File: config.mk
export PLATFORM = sky130hd
export DESIGN_NAME = ttdr_queue
export DESIGN_NICKNAME = d
export VERILOG_FILES = /design/src/rtl/core/ttdr_pkg.sv /design/src/rtl/core/ttdr_queue.sv
export SDC_FILE = /design/constraint.sdc
export NUM_CORES = 1
export LEC_CHECK = 0
export BUFFER_PORTS_ARGS = -buffer_cell sky130_fd_sc_hd__buf_2
export CAP_MARGIN = 10
export CORE_MARGIN = 4
export CORE_UTILIZATION = 56
export DETAILED_ROUTE_END_ITERATION = 10
export GPL_ROUTABILITY_DRIVEN = 0
export PLACE_DENSITY = 0.84
export SYNTH_ARGS = -nofsm -noshare
export SYNTH_HDL_FRONTEND = slang
export SYNTH_SLANG_ARGS = --single-unit
File: constraint.sdc
create_clock -name clock -period 14.69 [get_ports clock]
set_clock_uncertainty 0.1 [all_clocks]
set_input_delay 0.7345 -clock clock [delete_from_list [all_inputs] [get_ports clock]]
set_output_delay 0.7345 -clock clock [all_outputs]
set_load 0.02 [all_outputs]
File: src/rtl/core/ttdr_pkg.sv
// ----------------------------------------------------------------------------
// ttdr_pkg: shared types and helpers for the transposition table
// Item and entry layouts, queue sizing and the mate score adjustment.
// ----------------------------------------------------------------------------
package ttdr_pkg;

   localparam int INDEX_BITS_DEF = 16;
   localparam logic [14:0] MATE_THRESHOLD_RST = 15'd31000;

   // Front-to-back queue sizing
   localparam int QUEUE_DEPTH = 2;
   localparam int QPTR_BITS   = $clog2(QUEUE_DEPTH);
   localparam int QCNT_BITS   = $clog2(QUEUE_DEPTH + 1);

   // Adjustment direction: toward root adds plies to positive mate scores
   localparam logic DIR_TO_ROOT   = 1'b1;
   localparam logic DIR_FROM_ROOT = 1'b0;

   typedef enum logic {
      KIND_PROBE = 1'b0,
      KIND_STORE = 1'b1
   } kind_type;

   // One classified command as it travels through the queue
   typedef struct packed {
      kind_type    kind;
      logic [63:0] hash;
      logic [7:0]  depth;
      logic [7:0]  plies;
      logic [15:0] score;
      logic [1:0]  bound;
      logic [15:0] move;
   } item_type;

   // One table slot
   typedef struct packed {
      logic        valid;
      logic [63:0] hash;
      logic [7:0]  depth;
      logic [15:0] score;
      logic [1:0]  bound;
      logic [15:0] move;
   } entry_type;

   // Move a mate score by plies; non-mate scores pass unchanged.
   // A zero score under a zero threshold counts as a negative mate.
   function automatic logic [15:0] shift_mate(input logic [15:0] score,
                                              input logic [7:0]  plies,
                                              input logic [14:0] thr,
                                              input logic        toward_root);
      logic [15:0] mag;
      logic        positive;
      logic [15:0] res;
      mag      = score[15] ? (~score + 16'd1) : score;
      positive = !score[15] && (score != 16'd0);
      res      = score;
      if (mag >= {1'b0, thr}) begin
         if (positive == toward_root) begin
            res = score + {8'd0, plies};
         end else begin
            res = score - {8'd0, plies};
         end
      end
      return res;
   endfunction

endpackage

File: src/rtl/core/ttdr_queue.sv
// ----------------------------------------------------------------------------
// ttdr_queue: command queue between front and back
// Small FIFO so that intake and table access stall independently.
// ----------------------------------------------------------------------------
module ttdr_queue import ttdr_pkg::*; (
   input  logic     clock,
   input  logic     reset,
   input  logic     push,
   input  item_type push_item,
   output logic     full,
   input  logic     pop,
   output logic     head_valid,
   output item_type head_item
);

   item_type              store_ff [QUEUE_DEPTH];
   logic [QPTR_BITS-1:0]  wr_ptr_ff, wr_ptr_in;
   logic [QPTR_BITS-1:0]  rd_ptr_ff, rd_ptr_in;
   logic [QCNT_BITS-1:0]  count_ff, count_in;

   assign full       = (count_ff == QCNT_BITS'(QUEUE_DEPTH));
   assign head_valid = (count_ff != '0);
   assign head_item  = store_ff[rd_ptr_ff];

   // Advance pointers with wrap at the queue depth
   always_comb begin
      wr_ptr_in = wr_ptr_ff;
      rd_ptr_in = rd_ptr_ff;
      count_in  = count_ff;
      if (push) begin
         wr_ptr_in = (wr_ptr_ff == QPTR_BITS'(QUEUE_DEPTH - 1)) ? '0 : wr_ptr_ff + 1'b1;
      end
      if (pop) begin
         rd_ptr_in = (rd_ptr_ff == QPTR_BITS'(QUEUE_DEPTH - 1)) ? '0 : rd_ptr_ff + 1'b1;
      end
      if (push && !pop) begin
         count_in = count_ff + 1'b1;
      end else if (pop && !push) begin
         count_in = count_ff - 1'b1;
      end
   end

   always_ff @(posedge clock) begin
      if (reset) begin
         wr_ptr_ff <= '0;
         rd_ptr_ff <= '0;
         count_ff  <= '0;
      end else begin
         wr_ptr_ff <= wr_ptr_in;
         rd_ptr_ff <= rd_ptr_in;
         count_ff  <= count_in;
      end
   end

   // Capture the pushed command
   always_ff @(posedge clock) begin
      if (push) begin
         store_ff[wr_ptr_ff] <= push_item;
      end
   end

endmodule

**Word level (Yosys, flattened, before mapping)**

Memory sizes are Yosys's and may differ from the RTL's. A register that Yosys moved wholly into a read port is not among the register bits.
Index checks and enable logic that the tools add are counted.

- Output and inout bits: 117
- Logic and storage cells: 23
- RAM bits: 230
- Input bits: 119
- Memories kept: 1
- Flip-flop bits (word level): 4

- Add/subtract/negate cells: 4
- Reductions and logical operators: 6
- Muxes and demuxes: 8
- Eq/ne operators: 1

Memory list:

| memory | words | bits a word | read ports | clocked after Yosys merged registers in | wr ports | line | RTL |
|---|---|---|---|---|---|---|---|
| store_ff | 2 | 115 | 1 | 1 | 1 | ttdr_queue.sv:16 | `item_type store_ff [QUEUE_DEPTH];` |

Operators by type and width:

| operator | count |
|---|---|
| $mux 1 | 6 |
| $mux 2 | 2 |
| $reduce_bool 2->1 | 2 |
| $add 1x1->1 const B | 2 |
| $add 2x1->2 const B | 1 |
| $eq 2x2->1 const B | 1 |
| $logic_and 1x1->1 | 2 |
| $logic_not 1->1 | 2 |
| $sub 2x1->2 const B | 1 |

**Depth between registers and ports, before layout**

- Depth in word-level cells: 4
- Depth in mapped cells: 5
- Mapped depth without buffers: 5

**Worst setup path before layout**

Ideal clock, no wire load.

- Path kind: input-to-reg
- Start: input push
- End: memory store_ff[0][0] (netlist bit), enable pin
- Stages on the path: 1
- Setup time: 0.604 ns
- Arrival: 5.727 ns
- Required time: 13.986 ns
- Path slack: 8.259 ns
- Buffers on the path: 0
- Path through: nor2b_1

- Word-level cells in the longest chain between the ends: 2

Ends and longest elaborated chain:

| element | line | RTL |
|---|---|---|
| start, declared | ttdr_queue.sv:8 | `input logic push,` |
| $mux 1 | ttdr_queue.sv:57 | `if (push) begin` |
| $mux 1 (not written as such) | ttdr_queue.sv:58 | `store_ff[wr_ptr_ff] <= push_item;` |
| end, declared | ttdr_queue.sv:16 |  |

Every way passes these cells.

==> flow_summary.yaml <==
placed_design:
  place_area_sq_um: 10100
  place_hpwl_um: 11000
  place_ws_ns: 11.44
  port_buffers: 235
  dp_cells: 794
critical_path:
  worstSetupStartpointType: "register"
  cp.arrival_ns: 2.92
  critical_path_class: "reg -> out"
  crit_buf_inv: 2
  r2r_cells: 2
  cp_cell_sequence: "buf_4, mux2_2, buf_2"
  cp_data_required_time_ns: 13.86
  critPathCaptureType: "primary output"
  cp_max_fo: 77
  crit_cells: 3
  r2r-start: "wr_ptr_ff$_SDFFE_PP0P_"
  critPathMaxStageDelay_ns: 1.08
  slowest_stage: "dfxtp_4"
  critical_path.top_delay_family: "flip-flops"
run:
  cap_violations: 0
min_path:
  hold_path_class: "in -> reg"
  min_path_cells: 1
  min-delay-start: "push_item[25]"
grt:
  grt_pass1_vias: 4753
  grt_overflow: 0
  grtUsageTotal: 0.178
  grt_max_degree: 78
  antenna_found_initial: 2
  grt_pass1_wl_um: 24700
sta:
  fin_tns_setup_ns: 0
  timing.fmax_ghz: 0.266
  min_period_ns: 3.75
  setup_slack_ns: 10.94
  slew_headroom: 0.254
  finalSetupViolCount: 0
  slew_viol_final: 0
  rsz0062_at_grt: "no"
  fin_crit_sh: 0.255
  tightest_slew_ns: 1.12
  finalHoldViolations: 0
synth:
  avgSynthCellArea_sq_um: 22.9
  synth_top_area_frac: 0.793
  synth_cell_type_count: 17
  ys_seq_elements: 235
  synthCells: 380
  syn_nets: 500
  yosys-top-cells-area: "edfxtp_1, mux2_4, mux2_2, dfxtp_1, buf_6"
  netlist_area_sq_um: 8710
  synth_area_leader_cell: "edfxtp_1"
  ys_warn_count: 0
  synth_seq_area_share: 0.805
floorplan:
  row_count: 45
  die_y_um: 133
  start_util: 0.573
  ios: 236
  dieArea_sq_um: 17600
  core_area_sq_um: 15200
  dieWidth_um: 133
pwr:
  power.leakage_nw: 4.19
  combPwrFrac: 0.120
  p_seq_frac: 0.515
  p_sw_frac: 0.224
  clkPwrFrac: 0.365
  p_per_area_nw_per_um2: 144
  peakVddDrop_v: 0.000117
  power.switching_mw: 0.349
  internal_power_mw: 1.21
layout:
  final_core_util: 0.711
  syn_to_final_growth_pct: 24.1
  final_common_cell: "buf_2"
  final-instance-count-excl-fill: 838
  drive_gt1_frac: 0.599
  nNetsFinal: 752
  fin_area_sq_um: 10800
  layout_common_cells: "buf_2, edfxtp_1, mux2_2, mux2_4, clkbuf_16"
clock_network:
  cts_resized: 0
  cts_tree: "built"
  postCtsSetupBuffers: 0
  clk_pin_slew_ns: 0.06
  clock-root-buffer: "clkbuf_16"
  insertion_delay_ns: 0.50
  cts_buffers: 24
  cts_hold_buf: 0
  cts.sinks: 235
  htreeDepth: 1
  clk_path_buf_depth: 3
routing:
  final_antenna_net_count: 0
  post-route-drc-count: 0
  routedWlPerCell_um: 19.2
  vias: 4415
  first_pass_iters: 4
  drt_iter0_drc: 183
  routed_wl_um: 16100
  viasPerCell: 5.27
run_status:
  outcome: "finished clean"
[through the flow]
stage	hold slack, ns	power, mW
2_1_floorplan	0.356	0.942
3_3_place_gp	0.375	0.999
3_5_place_dp	0.409	1.01
4_1_cts	0.299	1.58
5_1_grt	0.296	1.62
6_report	0.321	1.56
[cell usage after synthesis]
master	n
buf_2	6
buf_6	7
xnor2_1	2
mux2_2	65
a21oi_1	1
o21ai_0	1
ha_1	1
nor2b_1	2
nor2_1	4
and2_1	1
or2_2	1
edfxtp_1	230
xor2_1	2
dfxtp_1	5
mux2_4	50
inv_1	1
or3_1	1
[path summary, 6_finish.rpt]
kind                                             endpoint  slack [ns]
worst max-delay path                        head_item[43]       10.94
worst min-delay path            store_ff[0][25]$_DFFE_PP_        0.32
worst max register to register  store_ff[1][42]$_DFFE_PP_       12.33
worst min register to register   count_ff[1]$_SDFFE_PP0P_        0.43
[flip-flops by register name, summed over array words and instances (netlist names), named ones only]
register,count
store_ff,230
wr_ptr_ff,1
rd_ptr_ff,1
count_ff,2
[power groups by stage]
stage	Combinational [mW]	Sequential (mW)	Clock (mW)
after detailed placement	0.190	0.817	0
final	0.188	0.803	0.569
after global routing	0.200	0.807	0.617
after CTS	0.191	0.803	0.582
after global placement	0.185	0.813	0
after floorplan	0.133	0.809	0
[per-layer routing]
metal | track usage | vias to the layer above | routed length (um)
li1 | - | 2012 | -
met1 | 0.208 | 2178 | 5830
met2 | 0.314 | 196 | 8380
met3 | 0.0624 | 25 | 1580
met4 | 0.0479 | 4 | 254
met5 | 0 | - | 22
[kinds of logic (layout without fill, tap and decap cells)]
kind of cell,count (synthesis),after routing,synth area share
AO/OA/AOI/OAI,2,2,0.00115
XOR/XNOR,4,4,0.00402
adder cells (fa/ha/maj),1,1,0.00144
buffers and inverters,14,283,0.0129
flip-flops,235,235,0.805
multiplexers,115,115,0.170
other,0,1,0
AND/OR/NAND/NOR,9,9,0.00532
[cell type report]
class / count / area, sq um
Clock buffer: 31 / 648
Multi-Input combinational cell: 131 / 1600
Fill cell: 949 / 4400
Clock inverter: 12 / 103
Inverter: 1 / 3.75
Tap cell: 188 / 235
Antenna cell: 1 / 2.50
Sequential cell: 235 / 7010
Timing Repair Buffer: 239 / 1210
Note: power is estimated with default switching activity, not from simulation.
