`src/rtl/core/ttdr_pkg.sv`:
```
// ----------------------------------------------------------------------------
// ttdr_pkg: shared types and helpers for the transposition table
// Item and entry layouts, queue sizing and the mate score adjustment.
// ----------------------------------------------------------------------------
package ttdr_pkg;

   localparam int INDEX_BITS_DEF = 16;
   localparam logic [14:0] MATE_THRESHOLD_RST = 15'd31000;

   // Front-to-back queue sizing
   localparam int QUEUE_DEPTH = 2;
   localparam int QPTR_BITS   = $clog2(QUEUE_DEPTH);
   localparam int QCNT_BITS   = $clog2(QUEUE_DEPTH + 1);

   // Adjustment direction: toward root adds plies to positive mate scores
   localparam logic DIR_TO_ROOT   = 1'b1;
   localparam logic DIR_FROM_ROOT = 1'b0;

   typedef enum logic {
      KIND_PROBE = 1'b0,
      KIND_STORE = 1'b1
   } kind_type;

   // One classified command as it travels through the queue
   typedef struct packed {
      kind_type    kind;
      logic [63:0] hash;
      logic [7:0]  depth;
      logic [7:0]  plies;
      logic [15:0] score;
      logic [1:0]  bound;
      logic [15:0] move;
   } item_type;

   // One table slot
   typedef struct packed {
      logic        valid;
      logic [63:0] hash;
      logic [7:0]  depth;
      logic [15:0] score;
      logic [1:0]  bound;
      logic [15:0] move;
   } entry_type;

   // Move a mate score by plies; non-mate scores pass unchanged.
   // A zero score under a zero threshold counts as a negative mate.
   function automatic logic [15:0] shift_mate(input logic [15:0] score,
                                              input logic [7:0]  plies,
                                              input logic [14:0] thr,
                                              input logic        toward_root);
      logic [15:0] mag;
      logic        positive;
      logic [15:0] res;
      mag      = score[15] ? (~score + 16'd1) : score;
      positive = !score[15] && (score != 16'd0);
      res      = score;
      if (mag >= {1'b0, thr}) begin
         if (positive == toward_root) begin
            res = score + {8'd0, plies};
         end else begin
            res = score - {8'd0, plies};
         end
      end
      return res;
   endfunction

endpackage

```
`src/rtl/core/ttdr_front.sv`:
```
// ----------------------------------------------------------------------------
// ttdr_front: command intake
// Accepts requests, classifies them and pre-adjusts store scores so that
// mate scores enter the table ply-independent.
// ----------------------------------------------------------------------------
module ttdr_front import ttdr_pkg::*; (
   input  logic               start,
   output logic               busy,
   input  logic               req_kind,
   input  logic [63:0]        req_position_hash,
   input  logic [7:0]         req_search_depth,
   input  logic [7:0]         req_ply_count,
   input  logic signed [15:0] req_eval_score,
   input  logic [1:0]         req_bound_type,
   input  logic [15:0]        req_move_code,
   input  logic [14:0]        mate_thr,
   input  logic               queue_full,
   input  logic               clearing,
   output logic               push,
   output item_type           push_item
);

   // Hold off while the table clears or the queue has no room
   assign busy = queue_full | clearing;
   assign push = start & ~busy;

   // Build the queued command; stores get their mate score made absolute
   always_comb begin
      push_item.kind  = kind_type'(req_kind);
      push_item.hash  = req_position_hash;
      push_item.depth = req_search_depth;
      push_item.plies = req_ply_count;
      push_item.bound = req_bound_type;
      push_item.move  = req_move_code;
      if (kind_type'(req_kind) == KIND_STORE) begin
         push_item.score = shift_mate(req_eval_score, req_ply_count, mate_thr,
                                      DIR_TO_ROOT);
      end else begin
         push_item.score = req_eval_score;
      end
   end

endmodule

```
`config.mk`:
```
export PLATFORM = sky130hd
export DESIGN_NAME = ttdr_front
export DESIGN_NICKNAME = d
export VERILOG_FILES = /design/src/rtl/core/ttdr_pkg.sv /design/src/rtl/core/ttdr_front.sv
export SDC_FILE = /design/constraint.sdc
export NUM_CORES = 1
export LEC_CHECK = 0
export BUFFER_PORTS_ARGS = -buffer_cell sky130_fd_sc_hd__buf_2
export CAP_MARGIN = 5
export CORE_AREA = 8 8 91 93
export DETAILED_ROUTE_END_ITERATION = 12
export DIE_AREA = 0 0 99 101
export GPL_TIMING_DRIVEN = 0
export MAX_ROUTING_LAYER = met4
export PLACE_DENSITY = 0.93
export SETUP_SLACK_MARGIN = 0.4
export SYNTH_ARGS = -nofsm -noshare
export SYNTH_HDL_FRONTEND = slang
export SYNTH_SLANG_ARGS = --single-unit
```
`constraint.sdc`:
```
create_clock -name vclk -period 10.2
set_clock_uncertainty 0.1 [all_clocks]
set_input_delay 0.51 -clock vclk [all_inputs]
set_output_delay 0.51 -clock vclk [all_outputs]
set_load 0.03 [all_outputs]
```
# After elaboration in Yosys (flattened, before gate mapping)
# Index checks and enable logic that the tools add are counted.
dict set report classes {
  add_sub_neg 3
  n_reduce_logical 3
  bitwise 4
  n_mux 4
  n_lt_le_gt_ge 1
}
# operator n
set op_table {}
lappend op_table {{$mux W16} 4}
lappend op_table {{$add A16 B1 Y16 const B} 1}
lappend op_table {{$add A16 B8 Y16} 1}
lappend op_table {{$ge A16 B15 Y1} 1}
lappend op_table {{$not A16 Y16} 1}
lappend op_table {{$reduce_bool A16 Y1} 1}
lappend op_table {{$sub A16 B8 Y16} 1}
lappend op_table {{$and A1 B1 Y1} 1}
lappend op_table {{$logic_and A1 B1 Y1} 1}
lappend op_table {{$logic_not A1 Y1} 1}
lappend op_table {{$not A1 Y1} 1}
lappend op_table {{$or A1 B1 Y1} 1}
dict set report totals {
  register_bits 0
  in_bits 133
  out_inout_bits 117
}

# Depth between registers and ports, before layout
# Gate-level depths: netlist (run 1).
dict set report logic_depth {
  word_depth 6
  depth_mapped 16
  mapped_depth_nobuf 15
}

# Worst setup path after synthesis (run 1)
# No wires, ideal clock.
dict set report synth_path {
  path_type {input to output}
  from {input req_eval_score[5]}
  to {output push_item[32] in the netlist's numbering}
  required_ns 9.590
  arrival_time_ns 3.891
  n_path_buf 1
  stages 14
  slack_ns 5.699
  path_cell_list {or4_1 > or4_4 > inv_2 > a21oi_2 > buf_2 > a21oi_1 > xor2_1 > ha_1 > o21ai_0 > o21ai_0 > a41oi_1 > or4b_2 > nand4_1 > mux2_4}
}
# element line_no
set synth_lines {}
lappend synth_lines {{start: declaration} ttdr_front.sv:13} ;# input logic signed [15:0] req_eval_score,
lappend synth_lines {{end: declaration} ttdr_front.sv:20} ;# output item_type push_item

==> flow_summary.json, run 1 <==
{
  "die_h_um": 101,
  "ys_seq_area_frac": 0,
  "wirelength_mm": 8.62,
  "crit_type": "input port to output pin",
  "power_density_nw_per_um2": 71.8,
  "gp_congestion": 0.963,
  "drt_iter0_drc": 76,
  "status": "finished clean",
  "min_from": "req_position_hash[8]",
  "grt_pass1_vias": 2815,
  "antenna_left": 0,
  "fin_cells": 590,
  "p_leak_nw": 2.01,
  "antenna_cells": 0,
  "pin_count": 250,
  "cts_resized": 0,
  "hold_violations": 0,
  "finalSetupTns_ps": 0,
  "setup_viol": 0,
  "drc": 0,
  "hpwl_mm": 7.89,
  "postSynthAreaPerCell_um2": 7.52,
  "syn_area_um2": 2620,
  "hp-class": "input port to output pin",
  "syn_inst": 348,
  "placedCellCount": 590,
  "n_fill_cell": 672,
  "synth-simple-area-share": 0.133,
  "yosys_warnings": 0,
  "die_width_um": 99,
  "slew_viol_final": 0,
  "die_area_um2": 10000,
  "stdcell_area_um2": 3520,
  "n_sequential_cell": 0,
  "tightest_slew_ps": 605,
  "critPathLaunchType": "input port",
  "grt_pass1_wl_mm": 12.9,
  "cp.required_ps": 9590,
  "yosys.area_share.adder": 0.165,
  "slew_headroom": 0.593,
  "track_usage": 0.155,
  "fmax_mhz": 196,
  "overflow": 0,
  "hold_buffers": 0,
  "dr_total_vias": 2800,
  "io_buffers": 160,
  "place_area_um2": 3520,
  "max_cap_violations": 0,
  "synth_top_family_by_area": "buffers and inverters",
  "synth_xor_area_frac": 0.0970,
  "drt_first_pass_iters": 4,
  "grt_max_degree": 11,
  "holdPathEnd": "push_item[58]",
  "cts_setup_buffers": 0,
  "yosysUniqueCellTypes": 51,
  "start_util": 0.377,
  "cp-startpoint": "req_eval_score[5]",
  "vdd_drop_max_v": 0.0000321,
  "synth_compound_area_frac": 0.186,
  "syn-num-nets": 515,
  "hold_depth": 2,
  "regArea_um2": 0,
  "arrival_ps": 4500,
  "via_per_inst": 4.75,
  "setup.worst_path.end_class": "output pin",
  "drive_gt1_frac": 0.565,
  "rsz0062_at_grt": "no",
  "area_growth_pct": 34.5,
  "coreArea_um2": 6940,
  "total_power_uw": 253,
  "n_clock_buffer": 0,
  "antenna_found_initial": 0,
  "nets": 677,
  "fin_crit_ps": 5110,
  "period_share": 0.501,
  "muxShareOfSynthArea": 0.0913,
  "cp_max_fo": 10,
  "placementRows": 31,
  "post_drt_wl_per_cell_um": 14.6
}
layer usage:
| layer | wire length (um) | GRT usage | vias up |
|---|---|---|---|
| met3 | 639 | 0.0297 | 10 |
| met4 | 102 | 0.0236 | 0 |
| met5 | 0 | - | - |
| li1 | - | - | 1433 |
| met1 | 3110 | 0.147 | 1240 |
| met2 | 4770 | 0.315 | 117 |
layout make-up:
type | instances | area [um^2] | share of cell area
inverters | 23 | 86.3 | 0.0245
well taps | 82 | 103 | 0.0291
plain buffers | 104 | 771 | 0.219
multi-input cells | 221 | 1760 | 0.500
repair buffers | 160 | 801 | 0.227
power by group:
group	internal, mW	total (mW)	switching (mW)
combinational	0.106	0.253	0.147
clock	0	0	0
sequential	0	0	0
total	0.106	0.253	0.147
how the worst max path moves through the flow:
stage / slack, ps / endpoint / depth (start not counted)
after floorplan: 5700 / push_item[32] / 14
after global placement: 5090 / push_item[32] / 16
after detailed placement: 5070 / push_item[32] / 16
after CTS: 5070 / push_item[32] / 16
after global routing: 4720 / push_item[33] / 16
final: 5090 / push_item[32] / 16
cells in the mapped netlist, types with 3 or more instances:
| cell type | instances | share of area |
|---|---|---|
| buf_4 | 99 | 0.28 |
| ha_1 | 33 | 0.16 |
| xor2_1 | 10 | 0.033 |
| a211oi_1 | 3 | 0.0086 |
| o21ai_0 | 12 | 0.023 |
| o31ai_1 | 3 | 0.0086 |
| or3_1 | 4 | 0.0096 |
| inv_1 | 22 | 0.032 |
| nand2_1 | 21 | 0.030 |
| o21a_1 | 3 | 0.0086 |
| a21oi_1 | 25 | 0.048 |
| nand2b_1 | 4 | 0.0096 |
| or4_1 | 3 | 0.0086 |
| mux2_2 | 7 | 0.030 |
| mux2_4 | 10 | 0.057 |
| o211ai_1 | 3 | 0.0086 |
| nor2_1 | 9 | 0.013 |
| a21o_1 | 8 | 0.023 |
| nor3_1 | 9 | 0.017 |
| xnor2_1 | 19 | 0.064 |
critical path, stage by stage:
cell and delay, ps:
buf_2 130, or4_1 560, or4_4 550, inv_2 70
a21oi_2 80, buf_2 200, nor2_1 120, xor2_1 200
ha_1 320, a211oi_1 390, o21ai_0 230, a41oi_1 430
or4b_2 200, nand4_1 80, mux2_4 270, buf_2 180
cell families after synthesis:
logic type                 count (synthesis)
adders and majority gates                 34
buffers and inverters                    127
xor gates and xnor gates                  29
AOI/OAI and AO/OA                         75
muxes                                     18
and+or+nand+nor                           65
through the flow:
step / util / hold slack (ps) / worst slack (ps)
global placement: 0.507 / 1170 / 5090
detailed placement: 0.507 / 1170 / 5070
finish: 0.507 / 1170 / 5090
global route: 0.507 / 1180 / 4720
floorplan: - / 1050 / 5700
CTS: 0.507 / 1170 / 5070
cell usage in the layout (no fill, tap or decap), types with 2 or more instances in the layout:
cell type,netlist,final
buf_2,1,161
buf_4,99,99
ha_1,33,33
a21oi_1,25,25
inv_1,22,22
nand2_1,21,21
xnor2_1,19,19
o21ai_0,12,12
xor2_1,10,10
mux2_4,10,10
nor3_1,9,9
nor2_1,9,9
a21o_1,8,8
mux2_2,7,7
nand2b_1,4,4
or3_1,4,4
or4_1,3,3
o31ai_1,3,3
a211oi_1,3,3
o211ai_1,3,3
o21a_1,3,3
clkbuf_1,2,2
or4_4,2,2
o41ai_1,2,2
nor3b_1,2,2
a41oi_1,2,2
nand4_1,2,2
nand3_1,2,2
a211o_1,2,2
a31oi_1,2,2
o21bai_1,2,2
Power figures use the tool's default switching activity.
==> run 2: changes to the inputs <==
- ABC_AREA: unset -> 1
- CORE_AREA: 8 8 91 93 -> unset
- CORE_MARGIN: unset -> 8
- CORE_UTILIZATION: unset -> 37
- DIE_AREA: 0 0 99 101 -> unset
- PLACE_DENSITY: 0.93 -> 0.91
- clock period: 10.2 -> 4.2 ns (I/O delays scaled with it)
==> flow_summary.json, run 2 <==
{
  "drc": 0,
  "die_h_um": 104,
  "syn_area_um2": 2890,
  "start_util": 0.378,
  "n_sequential_cell": 0,
  "pin_count": 250,
  "ys_top_cells_by_area": "buf_4 26%, nand2_1 16%, ha_1 14%",
  "hold_buffers": 0,
  "coreArea_um2": 7650,
  "nets": 809,
  "setup.worst_path.end_class": "output pin",
  "io_buffers": 159,
  "p_leak_nw": 2.43,
  "wirelength_mm": 9.45,
  "yosysTopAreaCellShare": 0.257,
  "mostFrequentLayoutCells": "161 x buf_2, 124 x nand2_1, 99 x buf_4",
  "grtUsageMet1": 0.170,
  "area_growth_pct": 31.9,
  "track_usage": 0.165,
  "max_cap_violations": 0,
  "slew_headroom": 0.615,
  "slew_viol_final": 0,
  "crit_type": "input port to output pin",
  "drive_gt1_frac": 0.450,
  "multi_input_area_um2": 1870,
  "finalSetupTns_ps": 0,
  "overflow": 0,
  "via_per_inst": 4.45,
  "use_met3": 0.0285,
  "synth_top_area_cell": "buf_4",
  "hpwl_mm": 8.78,
  "die_width_um": 104,
  "gp_congestion": 0.887,
  "ys_seq_area_frac": 0,
  "arrival_ps": 3110,
  "fin_crit_ps": 3420,
  "die_area_um2": 10900,
  "syn_inst": 481,
  "n_fill_cell": 798,
  "antenna_left": 0,
  "cp_max_fo": 10,
  "postSynthAreaPerCell_um2": 6.01,
  "syn-num-nets": 648,
  "yosysUniqueCellTypes": 34,
  "hp-class": "input port to output pin",
  "synthTopCellsByCount": "124 x nand2_1, 99 x buf_4, 59 x inv_1",
  "critPathLaunchType": "input port",
  "grt_pass1_wl_mm": 15.4,
  "cp.required_ps": 3890,
  "tightest_slew_ps": 573,
  "fmax_mhz": 292,
  "cts_setup_buffers": 0,
  "dr_total_vias": 3305,
  "hold_violations": 0,
  "setup_viol": 0,
  "status": "finished clean",
  "placementRows": 32,
  "yosys_warnings": 0,
  "antenna_found_initial": 0,
  "post_drt_wl_per_cell_um": 12.7,
  "final_common_cell": "buf_2",
  "setup_slack_ps": 779,
  "top_usage_layer": "met2",
  "regArea_um2": 0,
  "grt_pass1_vias": 3437,
  "grt_max_degree": 11,
  "drt_first_pass_iters": 4,
  "power_density_nw_per_um2": 173,
  "yosysMostFrequentCell": "nand2_1",
  "gr-usage-met2": 0.327,
  "cts_resized": 0,
  "period_share": 0.815,
  "vdd_drop_max_v": 0.0000749,
  "drt_iter0_drc": 157,
  "dpl_worst_slack_ps": 793,
  "antenna_cells": 0,
  "n_clock_buffer": 0,
  "rsz0062_at_grt": "no"
}
## run 2: layout make-up
cell class | instances | share of cell area
multi-input cells | 315 | 0.489
repair buffers | 159 | 0.209
plain buffers | 102 | 0.203
inverters | 64 | 0.0663
well taps | 102 | 0.0335
## run 2: kinds of logic after synthesis
| kind of cell | count (synthesis) | share of synthesized area |
|---|---|---|
| AOI/OAI and AO/OA | 38 | 0.0796 |
| buffers and inverters | 166 | 0.355 |
| xor gates and xnor gates | 26 | 0.0788 |
| and+or+nand+nor | 217 | 0.337 |
| adders and majority gates | 34 | 0.150 |
## run 2: final timing paths
| kind | startpoint | end | slack [ps] | depth (start not counted) |
|---|---|---|---|---|
| setup / recovery | req_eval_score[0] | push_item[27] | 780 | 22 |
| hold / removal | req_position_hash[0] | push_item[50] | 570 | 2 |
## run 2: power breakdown
part           internal (mW)  switching, mW
clock network              0              0
logic                  0.248          0.414
registers                  0              0
## run 2: worst max-delay path: stages
cell and delay [ps]:
buf_2 120, inv_1 100, ha_1 170, nand3_1 160, nor2_2 190, nand2_1 80
nand2_2 150, inv_2 120, nor2_1 130, xor2_1 150, inv_1 50, ha_1 310
or2_2 130, nand2_1 70, o21bai_1 270, nand3_1 150, nand2_1 80, nand2_1 40
nand2_1 80, nand2_1 60, nand2_1 60, buf_2 200
## run 2: metal layers
layer,part of all wire,up-vias
li1,-,1724
met1,0.39,1434
met2,0.54,145
met3,0.067,2
met4,0.0017,0
met5,0,-
## run 2: metrics by stage
step	hold WS [ps]	cells	power, mW	util	instance area (um^2)
after floorplan	452	481	0.503	-	2890
after global placement	574	742	0.654	0.499	3810
after detailed placement	574	742	0.666	0.499	3810
after CTS	574	742	0.668	0.499	3810
after global routing	575	742	0.728	0.499	3810
final	572	742	0.662	0.499	3810
==> run 3: changes to the inputs <==
- ABC_AREA: 1 -> 0
- CORE_UTILIZATION: 37 -> 35
- PLACE_DENSITY: 0.91 -> 0.9
- clock period: 4.2 -> 3.03 ns (I/O delays scaled with it)
==> flow_summary.json, run 3 (synthesis gave the netlist of run 1 again) <==
{
  "dr_total_vias": 3070,
  "p_leak_nw": 2.26,
  "setup_slack_ps": -906,
  "drt_iter0_drc": 151,
  "multi_input_area_um2": 1980,
  "slew_headroom": 0.463,
  "n_clock_buffer": 0,
  "hp-class": "input port to output pin",
  "hpwl_mm": 8.47,
  "cp.required_ps": 2780,
  "die_h_um": 102,
  "hold_violations": 0,
  "drc": 0,
  "period_share": 1.30,
  "status": "finished, violations left",
  "via_per_inst": 4.86,
  "cp_max_fo": 4,
  "final_common_cell": "buf_2",
  "overflow": 0,
  "grt_pass1_wl_mm": 14.7,
  "violations": "setup timing",
  "pin_count": 250,
  "final_util": 0.570,
  "wirelength_mm": 10.4,
  "antenna_left": 0,
  "area_growth_pct": 58.1,
  "n_fill_cell": 649,
  "finalSetupTns_ps": -12820,
  "grt_max_degree": 11,
  "hold_buffers": 0,
  "die_width_um": 102,
  "cp-startpoint": "req_eval_score[8]",
  "drt_first_pass_iters": 4,
  "placementRows": 31,
  "cp_slowest_cell": "or4_4",
  "nets": 702,
  "critPathLaunchType": "input port",
  "fin_crit_ps": 3940,
  "tightest_slew_ps": 799,
  "n_sequential_cell": 0,
  "regArea_um2": 0,
  "grt_pass1_vias": 3209,
  "min_from": "req_move_code[1]",
  "antenna_cells": 0,
  "die_area_um2": 10500,
  "coreArea_um2": 7250,
  "setup.worst_path.end_class": "output pin",
  "arrival_ps": 3680,
  "setup_viol": 16,
  "track_usage": 0.175,
  "slowest_delay_ps": 580,
  "slew_viol_final": 0,
  "io_buffers": 160,
  "gp_congestion": 0.881,
  "antenna_found_initial": 0,
  "crit_type": "input port to output pin",
  "cp_common_cell": "or4_4",
  "drive_gt1_frac": 0.651,
  "start_util": 0.361,
  "max_cap_violations": 0,
  "mostFrequentLayoutCells": "142 x buf_2, 118 x buf_4, 30 x ha_1",
  "vdd_drop_max_v": 0.0000917,
  "fmax_mhz": 254,
  "power_density_nw_per_um2": 257,
  "post_drt_wl_per_cell_um": 16.5,
  "rsz0062_at_grt": "yes",
  "crit_chain": "buf_12 > or4_4 > or4_4 > inv_4 > a21oi_4 > buf_4 > mux2_2 > ha_4 > o211ai_1 > nand3b_1 > a41oi_2 > or4b_4 > nand4_1 > mux2_4 > buf_6"
}
-- run 3: path summary, 6_finish.rpt --
check | endpoint | slack, ps | cells past startpoint
max | push_item[32] | -910 | 15
min | push_item[1] | 460 | 2
-- run 3: report_power, final --
part | total [mW] | switching [mW] | internal (mW)
Clock | 0 | 0 | 0
Combinational | 1.07 | 0.574 | 0.491
Sequential | 0 | 0 | 0
Total | 1.07 | 0.574 | 0.491
-- run 3: cell type report --
class	instances	area share
plain buffers	104	0.190
inverters	23	0.0215
repair buffers	185	0.279
well taps	99	0.0299
multi-input cells	221	0.479
-- run 3: worst max-delay path: cells and delay by family --
kind	cells	cell delay, ps
muxes	2	450
and+or+nand+nor	5	1930
buffers and inverters	4	470
adders and majority gates	1	320
AOI/OAI and AO/OA	3	360
-- run 3: repair_timing --
action,in CTS,in global routing
pin swaps,26,9
buffers inserted,16,8
endpoints found under the setup margin,16,16
gates cloned,0,1
resized for setup,66,13
-- run 3: per-stage QoR --
| step | cell area, um^2 | hold WS, ps | total power, mW | worst slack [ps] | std cells |
|---|---|---|---|---|---|
| final | 4140 | 455 | 1.07 | -906 | 632 |
| after global routing | 4140 | 458 | 1.14 | -1040 | 632 |
| after CTS | 3990 | 457 | 1.01 | -832 | 623 |
| after detailed placement | 3620 | 457 | 0.888 | -1130 | 607 |
| after global placement | 3620 | 457 | 0.866 | -1040 | 607 |
| after floorplan | 2700 | 335 | 0.673 | -511 | 348 |
-- run 3: layer usage --
metal / GRT usage / share of wire / up-vias / wire length, um
met3: 0.0157 / 0.077 / 31 / 799
met4: 0.0418 / 0.034 / 0 / 352
met1: 0.169 / 0.34 / 1374 / 3590
met5: - / 0 / - / 0
li1: - / - / 1484 / -
met2: 0.357 / 0.55 / 181 / 5700
